`config.mk`:
```
export PLATFORM = sky130hd
export DESIGN_NAME = min_max_contrast_stretch_core
export DESIGN_NICKNAME = d
export VERILOG_FILES = /design/src/hw/rtl/mmcs_pkg.sv /design/src/hw/rtl/mmcs_queue.sv /design/src/hw/rtl/mmcs_front.sv /design/src/hw/rtl/mmcs_back.sv /design/src/hw/rtl/min_max_contrast_stretch_core.sv
export SDC_FILE = /design/constraint.sdc
export NUM_CORES = 1
export LEC_CHECK = 0
export ABC_AREA = 1
export BUFFER_PORTS_ARGS = -buffer_cell sky130_fd_sc_hd__buf_2
export CAP_MARGIN = 20
export CORE_AREA = 8 8 249 251
export DETAILED_ROUTE_END_ITERATION = 10
export DIE_AREA = 0 0 257 259
export PLACE_DENSITY = 0.82
export REMOVE_ABC_BUFFERS = 1
export SYNTH_ARGS = -nofsm -noshare
export SYNTH_HDL_FRONTEND = slang
export SYNTH_HIERARCHICAL = 1
export SYNTH_SLANG_ARGS = --single-unit
```
`constraint.sdc`:
```
create_clock -name clk -period 16.55 [get_ports clk]
set_input_delay 4.1375 -clock clk [delete_from_list [all_inputs] [get_ports clk]]
set_output_delay 4.1375 -clock clk [all_outputs]
set_load 0.005 [all_outputs]
```
`src/hw/rtl/mmcs_pkg.sv`:
```
package mmcs_pkg;

	// number of channel lanes carried through the design
	localparam int MAX_CH = 3;
	// result width per channel
	localparam int OUT_W = 8;
	// quotient bits produced by the serial divider
	localparam int QUOT_BITS = 8;
	// entries in the queue between front and back
	localparam int QUEUE_DEPTH = 2;
	localparam logic [OUT_W-1:0] OUT_FULL_SCALE = 8'd255;
	localparam logic [OUT_W-1:0] OUT_ZERO = 8'd0;

	// how one channel of a map item is finished
	typedef enum logic [1:0] {
		LANE_ZERO,
		LANE_FLAT,
		LANE_SAT,
		LANE_DIV
	} lane_code_t;

	localparam int CODE_W = $bits(lane_code_t);

	typedef enum logic [1:0] {
		BK_IDLE,
		BK_CALC,
		BK_WAIT
	} back_state_t;

endpackage

```
`src/hw/rtl/mmcs_queue.sv`:
```
module mmcs_queue #(
	parameter int W = 8
) (
	input  logic         clk,
	input  logic         arst_n,
	input  logic         wr_en,
	input  logic [W-1:0] wr_data,
	output logic         full,
	input  logic         rd_en,
	output logic [W-1:0] rd_data,
	output logic         empty
);
	import mmcs_pkg::*;

	localparam int PTR_W = (QUEUE_DEPTH > 1) ? $clog2(QUEUE_DEPTH) : 1;
	localparam int CNT_W = $clog2(QUEUE_DEPTH + 1);

	logic [W-1:0]     mem_q [QUEUE_DEPTH];
	logic [PTR_W-1:0] wr_ptr_q;
	logic [PTR_W-1:0] rd_ptr_q;
	logic [CNT_W-1:0] count_q;
	logic             do_wr;
	logic             do_rd;

	assign full    = (count_q == CNT_W'(QUEUE_DEPTH));
	assign empty   = (count_q == '0);
	assign do_wr   = wr_en && !full;
	assign do_rd   = rd_en && !empty;
	assign rd_data = mem_q[rd_ptr_q];

	always_ff @(posedge clk) begin
		if (do_wr) begin
			mem_q[wr_ptr_q] <= wr_data;
		end
	end

	always_ff @(posedge clk or negedge arst_n) begin
		if (!arst_n) begin
			wr_ptr_q <= '0;
			rd_ptr_q <= '0;
			count_q  <= '0;
		end else begin
			if (do_wr) begin
				wr_ptr_q <= (wr_ptr_q == PTR_W'(QUEUE_DEPTH - 1)) ? '0 : wr_ptr_q + 1'b1;
			end
			if (do_rd) begin
				rd_ptr_q <= (rd_ptr_q == PTR_W'(QUEUE_DEPTH - 1)) ? '0 : rd_ptr_q + 1'b1;
			end
			if (do_wr && !do_rd) begin
				count_q <= count_q + 1'b1;
			end else if (do_rd && !do_wr) begin
				count_q <= count_q - 1'b1;
			end
		end
	end

endmodule

```
`src/hw/rtl/mmcs_front.sv`:
```
module mmcs_front #(
	parameter int SW = 16,
	parameter int CH = 3
) (
	input  logic                 clk,
	input  logic                 arst_n,
	input  logic                 accept,
	input  logic                 kind,
	input  logic                 first,
	input  logic signed [SW-1:0] sample [mmcs_pkg::MAX_CH],
	output logic                 q_push,
	output logic [2*mmcs_pkg::MAX_CH*SW+mmcs_pkg::MAX_CH*mmcs_pkg::CODE_W-1:0] q_data
);
	import mmcs_pkg::*;

	logic signed [SW-1:0] min_q [MAX_CH];
	logic signed [SW-1:0] max_q [MAX_CH];
	logic signed [SW:0]   diff  [MAX_CH];
	logic signed [SW:0]   range [MAX_CH];
	lane_code_t           code  [MAX_CH];

	// scan items update the extremes; first reloads them
	always_ff @(posedge clk or negedge arst_n) begin
		if (!arst_n) begin
			for (int c = 0; c < MAX_CH; c++) begin
				min_q[c] <= '0;
				max_q[c] <= '0;
			end
		end else if (accept && !kind) begin
			for (int c = 0; c < MAX_CH; c++) begin
				if (c < CH) begin
					if (first) begin
						min_q[c] <= sample[c];
						max_q[c] <= sample[c];
					end else begin
						if (sample[c] < min_q[c]) begin
							min_q[c] <= sample[c];
						end
						if (sample[c] > max_q[c]) begin
							max_q[c] <= sample[c];
						end
					end
				end
			end
		end
	end

	always_comb begin
		for (int c = 0; c < MAX_CH; c++) begin
			diff[c]  = {sample[c][SW-1], sample[c]} - {min_q[c][SW-1], min_q[c]};
			range[c] = {max_q[c][SW-1], max_q[c]} - {min_q[c][SW-1], min_q[c]};
			if (c >= CH) begin
				code[c] = LANE_ZERO;
			end else if (range[c] == '0) begin
				code[c] = LANE_FLAT;
			end else if (range[c][SW] || diff[c][SW] || diff[c] == '0) begin
				code[c] = LANE_ZERO;
			end else if (diff[c] >= range[c]) begin
				// x at or above max: quotient is at least full scale
				code[c] = LANE_SAT;
			end else begin
				code[c] = LANE_DIV;
			end
			q_data[c*SW +: SW]                       = diff[c][SW-1:0];
			q_data[MAX_CH*SW + c*SW +: SW]           = range[c][SW-1:0];
			q_data[2*MAX_CH*SW + c*CODE_W +: CODE_W] = code[c];
		end
	end

	assign q_push = accept && kind;

endmodule

```
`src/hw/rtl/mmcs_back.sv`:
```
module mmcs_back #(
	parameter int SW = 16
) (
	input  logic clk,
	input  logic arst_n,
	input  logic q_empty,
	input  logic [2*mmcs_pkg::MAX_CH*SW+mmcs_pkg::MAX_CH*mmcs_pkg::CODE_W-1:0] q_data,
	output logic q_pop,
	output logic [mmcs_pkg::OUT_W-1:0] res [mmcs_pkg::MAX_CH],
	output logic [mmcs_pkg::MAX_CH-1:0] res_flags,
	output logic res_valid,
	input  logic res_take
);
	import mmcs_pkg::*;

	localparam int NUM_W = SW + QUOT_BITS;
	localparam int K_W   = $clog2(QUOT_BITS);

	back_state_t      state_q;
	back_state_t      state_d;
	logic [NUM_W-1:0] rem_q  [MAX_CH];
	logic [NUM_W-1:0] dsh_q  [MAX_CH];
	logic [OUT_W-1:0] quo_q  [MAX_CH];
	lane_code_t       code_q [MAX_CH];
	logic [K_W-1:0]   k_q;
	logic             out_free;
	logic             load;
	logic             step;
	logic             store;
	logic [SW-1:0]    in_diff [MAX_CH];
	logic [SW-1:0]    in_rng  [MAX_CH];
	lane_code_t       in_code [MAX_CH];

	always_comb begin
		for (int c = 0; c < MAX_CH; c++) begin
			in_diff[c] = q_data[c*SW +: SW];
			in_rng[c]  = q_data[MAX_CH*SW + c*SW +: SW];
			in_code[c] = lane_code_t'(q_data[2*MAX_CH*SW + c*CODE_W +: CODE_W]);
		end
	end

	assign out_free = !res_valid || res_take;

	always_ff @(posedge clk or negedge arst_n) begin
		if (!arst_n) begin
			state_q <= BK_IDLE;
		end else begin
			state_q <= state_d;
		end
	end

	always_comb begin
		state_d = state_q;
		load    = 1'b0;
		step    = 1'b0;
		store   = 1'b0;
		unique case (state_q)
			BK_IDLE: begin
				if (!q_empty) begin
					load    = 1'b1;
					state_d = BK_CALC;
				end
			end
			BK_CALC: begin
				step = 1'b1;
				if (k_q == '0) begin
					state_d = BK_WAIT;
				end
			end
			BK_WAIT: begin
				if (out_free) begin
					store   = 1'b1;
					state_d = BK_IDLE;
				end
			end
			default: state_d = BK_IDLE;
		endcase
	end

	assign q_pop = load;

	// restoring division of 255*diff by range, one quotient bit per cycle
	always_ff @(posedge clk) begin
		if (load) begin
			k_q <= K_W'(QUOT_BITS - 1);
			for (int c = 0; c < MAX_CH; c++) begin
				code_q[c] <= in_code[c];
				rem_q[c]  <= {in_diff[c], {QUOT_BITS{1'b0}}} - NUM_W'(in_diff[c]);
				dsh_q[c]  <= {1'b0, in_rng[c], {(QUOT_BITS-1){1'b0}}};
				quo_q[c]  <= (in_code[c] == LANE_SAT) ? OUT_FULL_SCALE : OUT_ZERO;
			end
		end else if (step) begin
			k_q <= k_q - 1'b1;
			for (int c = 0; c < MAX_CH; c++) begin
				if (code_q[c] == LANE_DIV) begin
					if (rem_q[c] >= dsh_q[c]) begin
						rem_q[c] <= rem_q[c] - dsh_q[c];
						quo_q[c] <= {quo_q[c][OUT_W-2:0], 1'b1};
					end else begin
						quo_q[c] <= {quo_q[c][OUT_W-2:0], 1'b0};
					end
					dsh_q[c] <= dsh_q[c] >> 1;
				end
			end
		end
	end

	always_ff @(posedge clk) begin
		if (store) begin
			for (int c = 0; c < MAX_CH; c++) begin
				res[c]       <= quo_q[c];
				res_flags[c] <= (code_q[c] == LANE_FLAT);
			end
		end
	end

	always_ff @(posedge clk or negedge arst_n) begin
		if (!arst_n) begin
			res_valid <= 1'b0;
		end else if (store) begin
			res_valid <= 1'b1;
		end else if (res_take) begin
			res_valid <= 1'b0;
		end
	end

endmodule

```
`src/hw/rtl/min_max_contrast_stretch_core.sv`:
```
// channel  | direction | handshake          | payload
// input    | in        | push / full        | kind, first, sample_b, sample_g, sample_r
// result   | out       | pop / empty        | out_b, out_g, out_r, flat_flags
//
// A scan item is absorbed in the cycle it is accepted. A map item is queued and
// then passes through the back end in order: a load, the shared-step restoring
// divider (three lanes side by side) and a write of the result register.
// Reset clears the extremes to zero and empties the queue and result register.
// full rises only while the two-entry queue is full; a result that is not
// popped holds the divider, and the queue keeps taking items meanwhile.
module min_max_contrast_stretch_core #(
	parameter int SAMPLE_WIDTH = 16,
	parameter int CHANNELS = 3
) (
	input  logic                           clk,
	input  logic                           arst_n,
	input  logic                           push,
	output logic                           full,
	input  logic                           kind,
	input  logic                           first,
	input  logic signed [SAMPLE_WIDTH-1:0] sample_b,
	input  logic signed [SAMPLE_WIDTH-1:0] sample_g,
	input  logic signed [SAMPLE_WIDTH-1:0] sample_r,
	output logic                           empty,
	input  logic                           pop,
	output logic [7:0]                     out_b,
	output logic [7:0]                     out_g,
	output logic [7:0]                     out_r,
	output logic [2:0]                     flat_flags
);
	import mmcs_pkg::*;

	localparam int ENTRY_W = 2*MAX_CH*SAMPLE_WIDTH + MAX_CH*CODE_W;

	logic signed [SAMPLE_WIDTH-1:0] sample [MAX_CH];
	logic                           accept;
	logic                           q_push;
	logic [ENTRY_W-1:0]             q_wdata;
	logic [ENTRY_W-1:0]             q_rdata;
	logic                           q_full;
	logic                           q_empty;
	logic                           q_pop;
	logic [OUT_W-1:0]               res [MAX_CH];
	logic [MAX_CH-1:0]              res_flags;
	logic                           res_valid;

	assign sample[0] = sample_b;
	assign sample[1] = sample_g;
	assign sample[2] = sample_r;
	assign full      = q_full;
	assign accept    = push && !q_full;

	mmcs_front #(
		.SW(SAMPLE_WIDTH),
		.CH(CHANNELS)
	) u_front (
		.clk    (clk),
		.arst_n (arst_n),
		.accept (accept),
		.kind   (kind),
		.first  (first),
		.sample (sample),
		.q_push (q_push),
		.q_data (q_wdata)
	);

	mmcs_queue #(
		.W(ENTRY_W)
	) u_queue (
		.clk     (clk),
		.arst_n  (arst_n),
		.wr_en   (q_push),
		.wr_data (q_wdata),
		.full    (q_full),
		.rd_en   (q_pop),
		.rd_data (q_rdata),
		.empty   (q_empty)
	);

	mmcs_back #(
		.SW(SAMPLE_WIDTH)
	) u_back (
		.clk       (clk),
		.arst_n    (arst_n),
		.q_empty   (q_empty),
		.q_data    (q_rdata),
		.q_pop     (q_pop),
		.res       (res),
		.res_flags (res_flags),
		.res_valid (res_valid),
		.res_take  (pop)
	);

	assign empty      = !res_valid;
	assign out_b      = res[0];
	assign out_g      = res[1];
	assign out_r      = res[2];
	assign flat_flags = res_flags;

endmodule

```
# Word-level counts from Yosys, hierarchy flattened
# Memory sizes are Yosys's and may differ from the RTL's.
# Index checks and enable logic that the tools add are counted.
word_totals:
  ff_bits: 133
  latch_bits: 0
  ramBits: 375
  rom_bits: 0
  input_bits: 54
  output_inout_bits: 29
  word_cells: 218
  mem_count: 5
memory_table:
  columns: ["memory", "depth", "word_bits", "rd", "rd_ports_with_merged_regs", "write_ports", "line_no", "source"]
  rows:
  - ["u_queue.mem_q", 2, 102, 1, 0, 1, "mmcs_queue.sv:18", "logic [W-1:0] mem_q [QUEUE_DEPTH];"]
  - ["u_back.rem_q", 3, 24, 3, 0, 3, "mmcs_back.sv:21", "logic [NUM_W-1:0] rem_q [MAX_CH];"]
  - ["u_back.dsh_q", 3, 23, 3, 0, 3, "mmcs_back.sv:22", "logic [NUM_W-1:0] dsh_q [MAX_CH];"]
  - ["u_back.quo_q", 3, 8, 3, 0, 3, "mmcs_back.sv:23", "logic [OUT_W-1:0] quo_q [MAX_CH];"]
  - ["u_back.code_q", 3, 2, 3, 0, 3, "mmcs_back.sv:24", "lane_code_t code_q [MAX_CH];"]
classes:
  addsub: 17
  multipliers: 0
  n_div: 0
  magnitude_cmp: 12
  eq_ne: 15
  shift: 0
  n_mux: 97
  n_bitwise: 12
  n_reduce_logical: 44
ops:
  columns: ["op", "n"]
  rows:
  - ["2-to-1 mux 16 bit", 12]
  - ["zero test 17 bit", 6]
  - ["subtractor 16 x 16 -> 17 bit", 6]
  - ["greater-or-equal comparator 24 bit", 3]
  - ["2-to-1 mux 24 bit", 3]
  - ["2-to-1 mux 8 bit", 9]
  - ["subtractor 24 x 16 -> 24 bit", 3]
  - ["subtractor 24 bit", 3]
  - ["2-to-1 mux 23 bit", 3]
  - ["2-to-1 mux 1 bit", 58]
  - ["greater-or-equal comparator 17 bit", 3]
  - ["> comparator 16 bit", 3]
  - ["less-than comparator 16 bit", 3]
  - ["2-to-1 mux 2 bit", 11]
  - ["equality test 2 bit (second input constant)", 8]
  - ["nonzero test 2 bit", 8]
  - ["OR 1 bit", 12]
  - ["AND reduction 2 bit", 6]
  - ["equality test 2 x 1 -> 1 bit (second input constant)", 4]
  - ["logical AND 1 bit", 7]
  - ["logical OR 1 bit", 7]
  - ["zero test 1 bit", 6]
  - ["case mux 2 bit (3 select lines)", 1]
  - ["zero test 2 bit", 2]
  - ["other kinds (8)", 10]

# Depth between registers and ports, before layout
depth:
  word_depth: 9
  depth_mapped: 25
  depth_no_buf: 25

# Cells and area by module
# Netlist, hierarchy kept.
by_module_without_submodules:
  columns: ["mod", "n_inst", "cells_per_inst", "area_per_inst_um2", "seq_area_each_um2"]
  rows:
  - ["mmcs_back", 1, 2194, 16106.7, 6070.8]
  - ["mmcs_front", 1, 2196, 13497.9, 2402.3]
  - ["mmcs_queue", 1, 565, 7688.6, 6226.0]
  - ["min_max_contrast_stretch_core", 1, 3, 13.8, 0.0]

# Least setup slack after synthesis
# OpenSTA, ideal clock, no wires.
synth_path:
  path_type: "input-to-reg"
  startpoint: "input port push"
  endpoint: "memory u_queue/mem_q[1][0] in the netlist's numbering (enable)"
  setup_ps: 564
  arrival_time_ps: 8708
  required_ps: 15986
  slack_ps: 7279
  stages: 6
  n_path_buf: 0
  cell_sequence: "inv_1 > nor2_2 > nand2_1 > inv_1 > o21ai_0 > nor2_1"
synth_between:
  elab_chain_len: 5
synth_rtl:
  columns: ["item", "line_no", "source"]
  rows:
  - ["from (decl)", "min_max_contrast_stretch_core.sv:17", "input logic push,"]
  - ["logical AND 1 bit", "min_max_contrast_stretch_core.sv:51", "assign accept = push && !q_full;"]
  - ["named net accept", "min_max_contrast_stretch_core.sv:36", "logic accept;"]
  - ["logical AND 1 bit", "mmcs_front.sv:70", "assign q_push = accept && kind;"]
  - ["named net q_push", "min_max_contrast_stretch_core.sv:37", "logic q_push;"]
  - ["logical AND 1 bit", "mmcs_queue.sv:27", "assign do_wr = wr_en && !full;"]
  - ["2-to-1 mux 1 bit", "mmcs_queue.sv:32", "if (do_wr) begin"]
  - ["2-to-1 mux 1 bit (implied by the code)", "mmcs_queue.sv:33", "mem_q[wr_ptr_q] <= wr_data;"]
  - ["to (decl)", "mmcs_queue.sv:18", null]
# The timed path passes the listed nets, and every way through them passes these cells.

# Final worst setup path
layout_path:
  startpoint: "input port sample_r[0]"
  endpoint: "memory u_queue/mem_q[1][100] in the netlist's numbering (data pin)"
layout_between:
  elab_chain_len: 5
  word_cells_on_any_way: 8
  classes_between: "add/sub (1); order compare (1); mux (3); reduce/logical (3)"
layout_rtl:
  columns: ["item", "line_no", "source"]
  rows:
  - ["from (decl)", "min_max_contrast_stretch_core.sv:23", "input logic signed [SAMPLE_WIDTH-1:0] sample_r,"]
  - ["subtractor 16 x 16 -> 17 bit *", "mmcs_front.sv:50", "diff[c] = {sample[c][SW-1], sample[c]} - {min_q[c][SW-1], min_q[c]};"]
  - ["named net q_wdata[46]", "min_max_contrast_stretch_core.sv:38", "logic [ENTRY_W-1:0] q_wdata;"]
  - ["greater-or-equal comparator 17 bit or zero test 17 bit (tied branches)", "mmcs_front.sv:58, mmcs_front.sv:56", null]
  - ["2-to-1 mux 1 bit or logical OR 1 bit (tied branches)", "mmcs_front.sv:58, mmcs_front.sv:56", null]
  - ["2-to-1 mux 2 bit *", "mmcs_front.sv:56", "end else if (range[c][SW] || diff[c][SW] || diff[c] == '0) begin"]
  - ["2-to-1 mux 2 bit *", "mmcs_front.sv:54", "end else if (range[c] == '0) begin"]
  - ["named net q_wdata[100]", "min_max_contrast_stretch_core.sv:38", null]
# The timed path passes the listed nets; every way through them passes the cells marked *.

==> metrics.md <==
| Metric | Value |
|---|---|
| Status | `finished clean` |
| Post-synth EDFFs | `401` |
| Mapped Area | `37310 µm²` |
| Final worst path period share | `0.4062` |
| Wl on met1 | `42.25 mm` |
| Slew Limit Fails | `0` |
| CP cell instances | `buf_2, inv_1, ha_1, inv_1, fa_1, nand2_1, nand2_1, nand3b_1, nand2_1, nand2_1, nand3b_1, nand2_1, inv_1, ha_1, nand2_1, nor2_1, nand2_1, or3_1, nand3_1, nand2_1, nand2_1, inv_1, nand3_1, nand2_1` |
| Slew @ Worst Pin | `1.082 ns` |
| CTS max path bufs | `3` |
| Clock insertion delay at the later pin of the skew report | `around 0.63 ns` |
| Utilization after layout | `0.6885` |
| Vias/cell | `5.497` |
| Worst R2R End | `u_back/rem_q[0][70]` |
| Fin crit period | `6.723 ns` |
| H-tree depth | `2` |
| Required time of the critical path | `16.92 ns` |
| Yosys reg bits | `508` |
| Reg2reg start | `u_queue/rd_ptr_q` |
| Slowest stage delay, CP | `0.40 ns` |
| Clock Pin Slew Worst Setup and Hold Paths | `0.06 ns` |
| CTS Buf Count | `55` |
| Final net count | `between 5000 and 6000` |
| Crit path DAT | `7.09 ns` |
| RePlAce Congestion | `0.9557` |
| Die Y | `about 260 µm` |
| Clk_skew | `about 0.021 ns` |
| Placed inst area | `about 38000 µm²` |
| Synth Area per Inst | `around 7.5 µm²` |
| Root Driver | `clkbuf_16` |
| # port buffers | `82` |
| Reg2reg path depth | `14` |
| Final WL | `between 90 and 100 mm` |
| Crit path to | `u_queue/mem_q[1][100]` |
| Final setup TNS | `0 ns` |
| Total I/O pin count | `83` |
| Crit. Startpoint | `sample_r[0]` |
| Post-DRT Antenna Nets | `0` |
| Vias | `32120` |
| FP Rows | `89` |
| Metal3 WL | `5.758 mm` |
| Total track usage | `0.2659` |
| Worst-path fanout max | `4` |
| Yosys cell types | `56` |
| Largest net degree at the start of global routing | `78` |
| Synth-to-layout area growth | `7.476%` |
| Hold_buf cts | `0` |
| Post-DP HPWL | `68.31 mm` |
| Worst min path class | `reg2reg` |
| DRC viols | `0` |
| DR pass1 iterations | `6` |
| WL per Instance | `15.49 µm` |
| Grt ovf | `0` |
| Cell area after layout | `roughly 40000 µm²` |
| F_max | `0.1488 GHz` |
| CTS tree | `yes` |
| Synth Flop Type | `edfxtp_1` |
| Core area | `about 58000 µm²` |
| Initial Utilization | `0.6406` |
| Fill count | `4789` |
| Initial antenna violation count | `2` |
| Place WS | `just over 9 ns` |
| First-pass GRT wire length | `147.8 mm` |
| Crit end category | `flop` |
| CTS resizes | `0` |
| WL met2 | `40.81 mm` |
| Ys async rst share | `0.2028` |
| Number of global-route vias before repair | `30270` |
| CP max-delay cell | `fa_1` |
| Leading cell type in the layout, fill and taps excluded | `nand2_1` |
| CTS Sinks | `508` |
| Critical Path Most Common Cell | `nand2_1` |
| Setup crit start kind | `input port` |
| Mapped Cells | `4958` |
| Fin worst setup slack | `9.827 ns` |
| Sequential area share after synthesis | `0.3940` |
| Max layer used | `met5` |
| Initial drt markers | `3021` |
| Layout cells sized above 1 | `0.07002` |
| Final setup fails | `0` |
| Maxcap violations | `0` |
| RSZ-0062 raised after global routing | `no` |
| Most frequent cells in the layout | `nand2_1 (1735), inv_1 (761), nor2_1 (413), edfxtp_1 (401), ha_1 (298)` |
| Die Area | `approximately 67000 µm²` |
| Yosys warnings | `6` |
| CP Class | `in2reg` |
| Reg-to-reg setup timing slack | `12.40 ns` |
| Die X | `257 µm` |
| Max_slew headroom | `0.2773` |
| Final Hold Fails | `0` |
| Postcts setup bufs | `0` |
-- how the worst min path moves through the flow --
stage / start / endpoint / slack, ns / depth (start not counted)
final: u_back/quo_q[0][7] / u_back/res[23] / 0.42 / 0
after global routing: u_back/quo_q[0][7] / u_back/res[23] / 0.43 / 0
after CTS: u_back/quo_q[0][7] / u_back/res[23] / 0.43 / 0
after detailed placement: u_back/quo_q[2][7] / u_back/res[7] / 0.41 / 0
after global placement: u_back/quo_q[0][7] / u_back/res[23] / 0.41 / 0
after floorplan: u_back/quo_q[1][7] / u_back/res[15] / 0.40 / 0
-- metal layers --
metal | vias up | track usage
li1 | 16110 | -
met1 | 14840 | 0.3808
met2 | 1036 | 0.4279
met3 | 138 | 0.03460
met4 | 2 | 0.06316
met5 | - | 0
-- area by class of cell --
class                      instances  area, µm²  area share
clock inverter                    34      444.2     0.01108
tap                              773      967.2     0.02412
multi-input combinational       3589      18950      0.4725
clock buffer                      69       1511     0.03770
sequential                       508      14700      0.3667
inverter                         771       2898     0.07227
antenna                            1      2.502  0.00006241
timing repair buffer              99      623.1     0.01554
-- critical path: cells and delay by family --
family,cells,cell delay [ns]
simple gates,16,1.71
buf+inv,5,0.40
fa+ha+maj,3,0.84
-- through the flow --
step / hold slack, ns / cells
2_1_floorplan: 0.4003 / 4868
3_3_place_gp: 0.4053 / 5734
3_5_place_dp: 0.4093 / 5735
4_1_cts: 0.4274 / 5838
5_1_grt: 0.4332 / 5844
6_report: 0.4235 / 5844
-- cells by family (layout without fill, tap and decap cells) --
| family | count (synthesis) | after routing | synth area share |
|---|---|---|---|
| buffers and inverters | 861 | 973 | 0.09860 |
| other | 0 | 1 | 0 |
| AOI/OAI and AO/OA | 422 | 422 | 0.06466 |
| DFF | 508 | 508 | 0.3940 |
| adders and majority gates | 307 | 307 | 0.1048 |
| xor gates and xnor gates | 110 | 110 | 0.02643 |
| and+or+nand+nor | 2750 | 2750 | 0.3115 |
-- flip-flops by register name (all words and copies together), names as in the netlist, 3 cells and up --
signal	cells
u_front/min_q	48
u_back/k_q	3
u_back/dsh_q	69
u_front/max_q	48
u_back/rem_q	72
u_back/res	24
u_back/quo_q	24
u_queue/mem_q	204
u_back/code_q	6
u_back/res_flags	3
-- Yosys cell counts (all sizes together), types with 72 or more instances --
cell type  number  area, µm²
nand2        1776       6799
inv           771       2894
nor2          444       1755
edfxtp        401      12040
nand3         307       1614
ha            298       3729
a21oi         254       1463
nand4         140      912.1
o21ai         129      656.9
dfrtp         103       2577
buf            77      735.7
xor2           72      638.1
Power is not shown: default switching activity piles up to over one toggle a cycle in this logic, so the estimate is an artifact.
